--- src/design/ffra_pkg.sv ---
// ----------------------------------------------------------------------------
// ffra_pkg: shared constants and types of the run allocator
// Sizes of the slot map, owner table and the request record passed from the
// front part to the back part.
// ----------------------------------------------------------------------------
package ffra_pkg;

    localparam int SLOTS       = 1024;
    localparam int OWNERS      = 128;
    localparam int MAX_RUN     = 32;
    localparam int SLOT_W      = $clog2(SLOTS);
    localparam int OWNER_W     = $clog2(OWNERS);
    localparam int LEN_W       = 6;
    localparam int CNT_W       = SLOT_W + 1;
    localparam int QDEPTH      = 2;
    localparam int QPTR_W      = 1;

    localparam logic CMD_ALLOC   = 1'b0;
    localparam logic CMD_RELEASE = 1'b1;

    localparam logic [0:0] CFG_SLOTS  = 1'b0;
    localparam logic [0:0] CFG_OWNERS = 1'b1;

    // Request record: refused marks a request rejected by the front part.
    typedef struct packed {
        logic               command;
        logic [OWNER_W-1:0] owner_id;
        logic [LEN_W-1:0]   run_length;
        logic               refused;
    } ffra_req_t;

endpackage

--- src/design/first_fit_run_allocator_core.sv ---
// ----------------------------------------------------------------------------
// first_fit_run_allocator_core: first-fit contiguous run allocator
// A refused request is answered directly; an allocate scans up to the run's
// last slot (on a miss, all searched slots) and marks the run; a release
// fetches and clears the run. One request at a time in the back part, set by
// the one-slot-per-cycle scan. After reset a clearing pass over all slots
// runs; requests queue (two deep) but are not served.
// ----------------------------------------------------------------------------
module first_fit_run_allocator_core import ffra_pkg::*; (
    input  logic        aclk,
    input  logic        aresetn,
    input  logic        cfg_we,
    input  logic [0:0]  cfg_index,
    input  logic [10:0] cfg_data,
    input  logic        s_tvalid,
    output logic        s_tready,
    input  logic [15:0] s_tdata,   // command, owner_id[6:0], run_length[5:0], pad
    output logic        m_tvalid,
    input  logic        m_tready,
    output logic [7:0]  m_tdata    // accepted, pad
);

    logic [10:0] slots_reg;
    logic [7:0]  owners_reg;
    logic        q_valid, q_pop;
    ffra_req_t   q_head;

    // Configuration registers
    always_ff @(posedge aclk) begin
        if (!aresetn) begin
            slots_reg  <= 11'(SLOTS);
            owners_reg <= 8'(OWNERS);
        end else if (cfg_we) begin
            case (cfg_index)
                CFG_SLOTS:  slots_reg  <= cfg_data;
                CFG_OWNERS: owners_reg <= cfg_data[7:0];
                default: ;
            endcase
        end
    end

    ffra_front u_front (
        .aclk, .aresetn, .s_tvalid, .s_tready, .s_tdata,
        .owner_limit(owners_reg), .q_valid, .q_pop, .q_head
    );

    ffra_back u_back (
        .aclk, .aresetn, .q_valid, .q_pop, .q_head,
        .slots_in_use(slots_reg), .m_tvalid, .m_tready, .m_tdata
    );

endmodule

--- src/design/ffra_front.sv ---
// ----------------------------------------------------------------------------
// ffra_front: request intake and classification
// Accepts requests, checks the owner id (and an allocate's run length) against
// the limits, and pushes a classified record into a two-entry queue.
// ----------------------------------------------------------------------------
module ffra_front import ffra_pkg::*; (
    input  logic               aclk,
    input  logic               aresetn,
    input  logic               s_tvalid,
    output logic               s_tready,
    input  logic [15:0]        s_tdata,
    input  logic [7:0]         owner_limit,
    output logic               q_valid,
    input  logic               q_pop,
    output ffra_req_t          q_head
);

    ffra_req_t               q_mem [QDEPTH];
    logic [QPTR_W-1:0]       wr_ptr_reg, rd_ptr_reg;
    logic [QPTR_W:0]         count_reg;
    ffra_req_t               req;
    logic                    push;
    logic [8:0]              owners_eff;

    assign s_tready = (count_reg != QDEPTH[QPTR_W:0]);
    assign push     = s_tvalid && s_tready;
    assign q_valid  = (count_reg != '0);
    assign q_head   = q_mem[rd_ptr_reg];

    // Classify: owner limit is clamped to OWNERS
    always_comb begin
        owners_eff     = (owner_limit > OWNERS[7:0] && OWNERS < 256) ?
                         9'(OWNERS) : {1'b0, owner_limit};
        req.command    = s_tdata[0];
        req.owner_id   = s_tdata[OWNER_W:1];
        req.run_length = s_tdata[OWNER_W+LEN_W:OWNER_W+1];
        req.refused    = ({2'b0, req.owner_id} >= owners_eff);
        if (req.command == CMD_ALLOC &&
            (req.run_length == '0 || req.run_length > LEN_W'(MAX_RUN)))
            req.refused = 1'b1;
    end

    always_ff @(posedge aclk) begin
        if (push)
            q_mem[wr_ptr_reg] <= req;
        if (!aresetn) begin
            wr_ptr_reg <= '0;
            rd_ptr_reg <= '0;
            count_reg  <= '0;
        end else begin
            if (push)
                wr_ptr_reg <= wr_ptr_reg + 1'b1;
            if (q_pop)
                rd_ptr_reg <= rd_ptr_reg + 1'b1;
            count_reg <= count_reg + (QPTR_W+1)'(push) - (QPTR_W+1)'(q_pop);
        end
    end

endmodule

--- src/design/ffra_back.sv ---
// ----------------------------------------------------------------------------
// ffra_back: slot map search and update
// Scans the slot map one slot per cycle for the first free run, marks or
// clears the run, keeps the owner table and drives the answer register.
// ----------------------------------------------------------------------------
module ffra_back import ffra_pkg::*; (
    input  logic               aclk,
    input  logic               aresetn,
    input  logic               q_valid,
    output logic               q_pop,
    input  ffra_req_t          q_head,
    input  logic [10:0]        slots_in_use,
    output logic               m_tvalid,
    input  logic               m_tready,
    output logic [7:0]         m_tdata
);

    typedef enum logic [2:0] {
        S_CLEAR, S_IDLE, S_SCAN, S_MARK, S_FETCH, S_FREE, S_DONE
    } state_t;

    state_t              state_reg;
    logic                slot_map [SLOTS];
    logic [OWNERS-1:0]   holds_reg;
    logic [SLOT_W-1:0]   own_start [OWNERS];
    logic [LEN_W-1:0]    own_len [OWNERS];
    logic [CNT_W-1:0]    pos_reg;
    logic [LEN_W-1:0]    streak_reg;
    logic [SLOT_W-1:0]   first_reg;
    logic [LEN_W-1:0]    left_reg;
    ffra_req_t           cur_reg;
    logic                ok_reg;
    logic                out_valid_reg;
    logic [CNT_W-1:0]    limit;
    logic                slot_q_reg;
    logic [SLOT_W-1:0]   rd_addr;
    logic                hit;
    logic [SLOT_W-1:0]   hit_start;
    logic [SLOT_W-1:0]   start_q_reg;
    logic [LEN_W-1:0]    len_q_reg;

    assign limit    = (slots_in_use > 11'(SLOTS)) ? CNT_W'(SLOTS) : CNT_W'(slots_in_use);
    assign q_pop    = (state_reg == S_IDLE) && q_valid && !out_valid_reg;
    assign m_tvalid = out_valid_reg;
    assign m_tdata  = {7'b0, ok_reg};

    // Read one slot ahead so the registered data matches pos_reg in S_SCAN
    assign rd_addr   = (state_reg == S_SCAN) ? pos_reg[SLOT_W-1:0] + 1'b1 : '0;
    assign hit       = (state_reg == S_SCAN) && (pos_reg < limit) && !slot_q_reg &&
                       (streak_reg + 1'b1 == cur_reg.run_length);
    assign hit_start = SLOT_W'(pos_reg + 1'b1 - CNT_W'(cur_reg.run_length));

    // Slot map: clearing pass, set and clear one slot a cycle, registered read
    always_ff @(posedge aclk) begin
        if (state_reg == S_CLEAR)
            slot_map[pos_reg[SLOT_W-1:0]] <= 1'b0;
        else if (state_reg == S_MARK || state_reg == S_FREE)
            slot_map[first_reg] <= (state_reg == S_MARK);
        slot_q_reg <= slot_map[rd_addr];
    end

    // Owner table: written on a found run, read at the queue head
    always_ff @(posedge aclk) begin
        if (hit) begin
            own_start[cur_reg.owner_id] <= hit_start;
            own_len[cur_reg.owner_id]   <= cur_reg.run_length;
        end
        start_q_reg <= own_start[q_head.owner_id];
        len_q_reg   <= own_len[q_head.owner_id];
    end

    // Sequencer
    always_ff @(posedge aclk) begin
        if (!aresetn) begin
            state_reg     <= S_CLEAR;
            pos_reg       <= '0;
            holds_reg     <= '0;
            out_valid_reg <= 1'b0;
            ok_reg        <= 1'b0;
        end else begin
            if (out_valid_reg && m_tready)
                out_valid_reg <= 1'b0;
            case (state_reg)
                S_CLEAR: begin
                    pos_reg <= pos_reg + 1'b1;
                    if (pos_reg == CNT_W'(SLOTS - 1))
                        state_reg <= S_IDLE;
                end
                S_IDLE: begin
                    if (q_pop) begin
                        cur_reg    <= q_head;
                        pos_reg    <= '0;
                        streak_reg <= '0;
                        if (q_head.refused) begin
                            ok_reg    <= 1'b0;
                            state_reg <= S_DONE;
                        end else if (q_head.command == CMD_RELEASE) begin
                            if (holds_reg[q_head.owner_id]) begin
                                holds_reg[q_head.owner_id] <= 1'b0;
                                state_reg <= S_FETCH;
                                ok_reg    <= 1'b1;
                            end else begin
                                ok_reg    <= 1'b0;
                                state_reg <= S_DONE;
                            end
                        end else if (holds_reg[q_head.owner_id]) begin
                            ok_reg    <= 1'b0;
                            state_reg <= S_DONE;
                        end else begin
                            state_reg <= S_SCAN;
                        end
                    end
                end
                S_SCAN: begin
                    if (pos_reg >= limit) begin
                        ok_reg    <= 1'b0;
                        state_reg <= S_DONE;
                    end else if (slot_q_reg) begin
                        streak_reg <= '0;
                        pos_reg    <= pos_reg + 1'b1;
                    end else if (streak_reg + 1'b1 == cur_reg.run_length) begin
                        first_reg <= hit_start;
                        left_reg  <= cur_reg.run_length;
                        holds_reg[cur_reg.owner_id] <= 1'b1;
                        ok_reg    <= 1'b1;
                        state_reg <= S_MARK;
                    end else begin
                        streak_reg <= streak_reg + 1'b1;
                        pos_reg    <= pos_reg + 1'b1;
                    end
                end
                // Owner table data, registered at the pop, is ready in the cycle after the pop
                S_FETCH: begin
                    first_reg <= start_q_reg;
                    left_reg  <= len_q_reg;
                    state_reg <= S_FREE;
                end
                S_MARK, S_FREE: begin
                    first_reg <= first_reg + 1'b1;
                    left_reg  <= left_reg - 1'b1;
                    if (left_reg == LEN_W'(1))
                        state_reg <= S_DONE;
                end
                S_DONE: begin
                    out_valid_reg <= 1'b1;
                    state_reg     <= S_IDLE;
                end
                default: state_reg <= S_IDLE;
            endcase
        end
    end

endmodule
--- config.mk ---
export PLATFORM = sky130hd
export DESIGN_NAME = first_fit_run_allocator_core
export DESIGN_NICKNAME = d
export VERILOG_FILES = /design/src/design/ffra_pkg.sv /design/src/design/first_fit_run_allocator_core.sv /design/src/design/ffra_front.sv /design/src/design/ffra_back.sv
export SDC_FILE = /design/constraint.sdc
export NUM_CORES = 2
export LEC_CHECK = 0
export BUFFER_PORTS_ARGS = -buffer_cell sky130_fd_sc_hd__buf_2
export CAP_MARGIN = 10
export CELL_PAD_IN_SITES_DETAIL_PLACEMENT = 1
export CELL_PAD_IN_SITES_GLOBAL_PLACEMENT = 2
export CORE_MARGIN = 4
export CORE_UTILIZATION = 45
export DETAILED_ROUTE_END_ITERATION = 10
export PLACE_DENSITY_LB_ADDON = 0.05
export RECOVER_POWER = 50
export SYNTH_ARGS = -nofsm -noshare
export SYNTH_HDL_FRONTEND = slang
export SYNTH_SLANG_ARGS = --single-unit
--- constraint.sdc ---
create_clock -name aclk -period 49.7 [get_ports aclk]
set_input_delay 0 -clock aclk [delete_from_list [all_inputs] [get_ports aclk]]
set_output_delay 0 -clock aclk [all_outputs]
set_load 0.1 [all_outputs]
==> summary by stage <==
Layout
From synthesis to final layout, the design area changed by 12.62%. The number of standard cells in the final layout excluding fillers is 13910. The register with the most flip-flops in the final layout is u_back.own_start. The register with the most flip-flops in the layout has 1280 of them. The final layout contains 9725 nets. The largest registers in the layout are u_back.own_start x1280, u_back.slot_map x1024, u_back.own_len x768.

The fraction of final layout cells with drive strength greater than 1 is 11.12%. Leaving out fill and tap cells, the most frequent cell in the layout is edfxtp_1. The final-layout fill cell count is 28700. The top cell types in the final layout, fill and taps aside, are edfxtp_1 (3137), nor2_1 (1273), nand2_1 (705).

Synth
After synthesis, flip-flops and latches occupy 72.59% of the total area. After synthesis, the largest family of logic cells by area is compound AO/OA/AOI/OAI gates. In the synthesized netlist, mux cells make up 2.474% of the area.

In the post-synthesis netlist, the biggest area contributors are edfxtp_1 (70%), nor2_1 (3.7%), a22oi_1 (3.1%). The post-synthesis adder-cell area fraction is 0.3024%. The post-synth design cell area is 134900 um^2.

The number of flops mapped to enable cells by yosys is 3137. Of the total synthesized cell area, the portion taken by AND, OR, NAND and NOR gates is 8.983%. The number of distinct library cell variants in the gate-level netlist after synthesis is 97. The post-synthesis area per instance is 14.00 um^2.

The Yosys warning count is 0. The compound-cell area share of the yosys netlist is 12.60%. The dominant synthesized flop cell is edfxtp_1. The fraction of post-synthesis cell area in the top cell type by area is 69.84%. The share of synthesized flip-flops with an asynchronous set or reset is 0%.

edfxtp_1 takes more of the synthesized area than any other cell. The cell count after synthesis came out at 9635. Of the total synthesized cell area, the portion taken by XOR and XNOR cells is 0.3033%. Counting flops and latches in the post-synthesis netlist gives 3322.

Outcome
The run finished, with violations left. The final reports fail on capacitance limit, slew limit.

Power
The analysis attributes to cell leakage a power of 44.96 nW. The power density relative to cell area is 40.35 nW/um^2. The maximum VDD drop is 0.03979 mV.

Global routing
After global routing the overflow that remains totals 0. The first-pass GRT wire length is 712300 um. The initial antenna violation count is 28. Entering global routing, the biggest net connects 121 pins. The number of global-route vias before repair was 91920. The global-route total usage across every layer is 32.33%.

Clock tree
The buffer depth of the longest clock path is 4. The clock drives 3322 sinks. The number of setup buffers added after CTS is 0. For this design, the CTS-stage hold fixing added 82 buffers. The CTS buffer count is 356. The clock transition at the registers of the reported paths is 60 ps.

CTS placed an instance of clkbuf_16 at the clock tree root. The H-tree was split into 5 levels. The clock latency reported for the late side of the worst-skew pair is 970 ps. The total of cells resized after clock tree synthesis is 0.

TritonCTS built the clock tree.

Placed design
The half-perimeter wire length after detailed placement is 287000 um. The minimum setup slack after placement is 42920 ps. The number of placed instances, taps included, is 13150.

Input and output buffers added on the ports amount to 33. The weighted congestion at the end of routability-driven global placement is 0.8417.

Die
The number of core rows is 200. The number of top-level pins is 43. The y dimension of the die is 555.5 um. The horizontal extent of the die is 555.5 um. For this configuration, the core starts out at a cell density of 45.33%. In this run the standard cell core region covers 297500 um^2. The die area is 308500 um^2.

Critical path
The cell with the biggest individual delay on the critical path is clkbuf_1. The critical path data arrival time is 14130 ps. STA puts the critical path data required time at 50270 ps. The type of element capturing the critical path is a register. The worst setup path is launched from a register.

Of all nets on the critical path, the largest fanout is 118. The delay contributed by the slowest stage of the critical path is 3500 ps. The class of the most critical setup path is reg -> reg.

The critical path goes through clkbuf_1, nor2b_1, and2_0, clkbuf_1, clkbuf_1, buf_4, buf_4, buf_4.

STA
Setup repair after global routing left no endpoint under its margin. The final critical path takes up 27.27% of the cycle. For the pin with the worst max-slew slack, the measured transition is 4884 ps. Setup violations remaining at the end of the flow were counted as 0.

Measured against its own limit, the worst slew margin works out to -225.6%. Adding up every negative setup slack in the final design gives 0 ps. Final hold analysis gives a worst-case slack of 157.4 ps. After layout, the worst setup slack is 36140 ps. The final number of hold-violating endpoints is 0. The time the worst path needs with I/O delays and setup is 13560 ps. For this run, the top clock speed supported by timing is 73.77 MHz. The worst clock skew is 83.02 ps.

The number of pins with negative max-slew slack in the final report was 2325.

Routing
In this run the remaining antenna-violating nets after routing total 0. The routed via count divided by cell count is 6.526. The number of DRC markers after the initial detailed-route iteration is 10820. The pre-antenna-repair detailed-routing pass consisted of 7 iterations. The post-route DRC violation count is 0. After detailed routing, the average wire length per cell comes to 36.73 um. Summed over all layers, the routed wires come to 510800 um. The number of vias in the routed layout is 90770.

Min path
The min-delay analysis places its worst path in the category in -> reg.

Job
The tool flagged a number of max-cap violations equal to 44.
==> where the power goes <==
part           internal (W)  switching, W
combinational     0.0000991      0.000327
sequential          0.00307     0.0000133
clock               0.00148       0.00114
total               0.00465       0.00148
==> synth_stat cells (82+ instances only) <==
cell,n
nor2_1,1330
a21oi_1,231
edfxtp_1,3137
buf_2,216
dfxtp_1,185
buf_1,109
nor3_1,321
o21ai_0,263
a211oi_1,82
a22o_1,190
a221oi_1,127
clkbuf_1,459
a21oi_2,92
mux2i_1,170
a22oi_1,551
a31oi_1,114
nand2_1,740
nand3_1,141
==> cell type report <==
type | count | area (um^2) | area share, %
antenna | 17 | 42.54 | 0.02801
clock buffer | 432 | 9236 | 6.081
inverter | 39 | 166.4 | 0.1096
tap | 3939 | 4928 | 3.245
timing repair buffer | 480 | 3520 | 2.317
multi-input combinational | 5461 | 34050 | 22.42
sequential | 3322 | 97910 | 64.46
clock inverter | 218 | 2046 | 1.347
==> worst max-delay path: cells and delay by family, from the launching register on <==
family,cells,cell delay [ps]
flops,1,450
buf+inv,6,9640
simple gates,2,2850
==> metrics by stage <==
step	cell area, um^2	utilization [%]	total power (W)
floorplan	134900	-	0.003345
global placement	140200	47.11	0.003548
detailed placement	140200	47.13	0.003555
CTS	152300	51.19	0.006150
global route	151900	51.04	0.006291
finish	151900	51.05	0.006129
==> routing by layer <==
metal | vias up | wire length (um) | GRT usage (%) | share of wire, %
met3 | 1008 | 36760 | 4.736 | 7.2
met5 | - | 79 | 0 | 0.015
met2 | 4142 | 248400 | 54.29 | 49
met4 | 12 | 27150 | 14.92 | 5.3
li1 | 37450 | - | - | -
met1 | 48160 | 198500 | 41.61 | 39
==> cells by family (layout without fill, tap and decap cells) <==
group,Yosys count,count (layout)
adder cells (fa/ha/maj),32,32
buffers and inverters,858,1169
XOR/XNOR,42,42
AO/OA/AOI/OAI,2275,2275
multiplexers,268,268
other,1,24
AND/OR/NAND/NOR,2837,2837
flip-flops,3322,3322
==> worst paths after layout <==
path	start	to	slack (ps)	cells after the start
setup / recovery	u_back.state_reg[2]	u_back.slot_map[13]	36140	8
hold reg to reg	owners_reg[6]	owners_reg[6]	470	2
setup reg to reg	u_back.state_reg[2]	u_back.slot_map[13]	36140	8
hold / removal	cfg_index	owners_reg[1]	160	5
No activity file was read; power rests on OpenSTA's default activity.
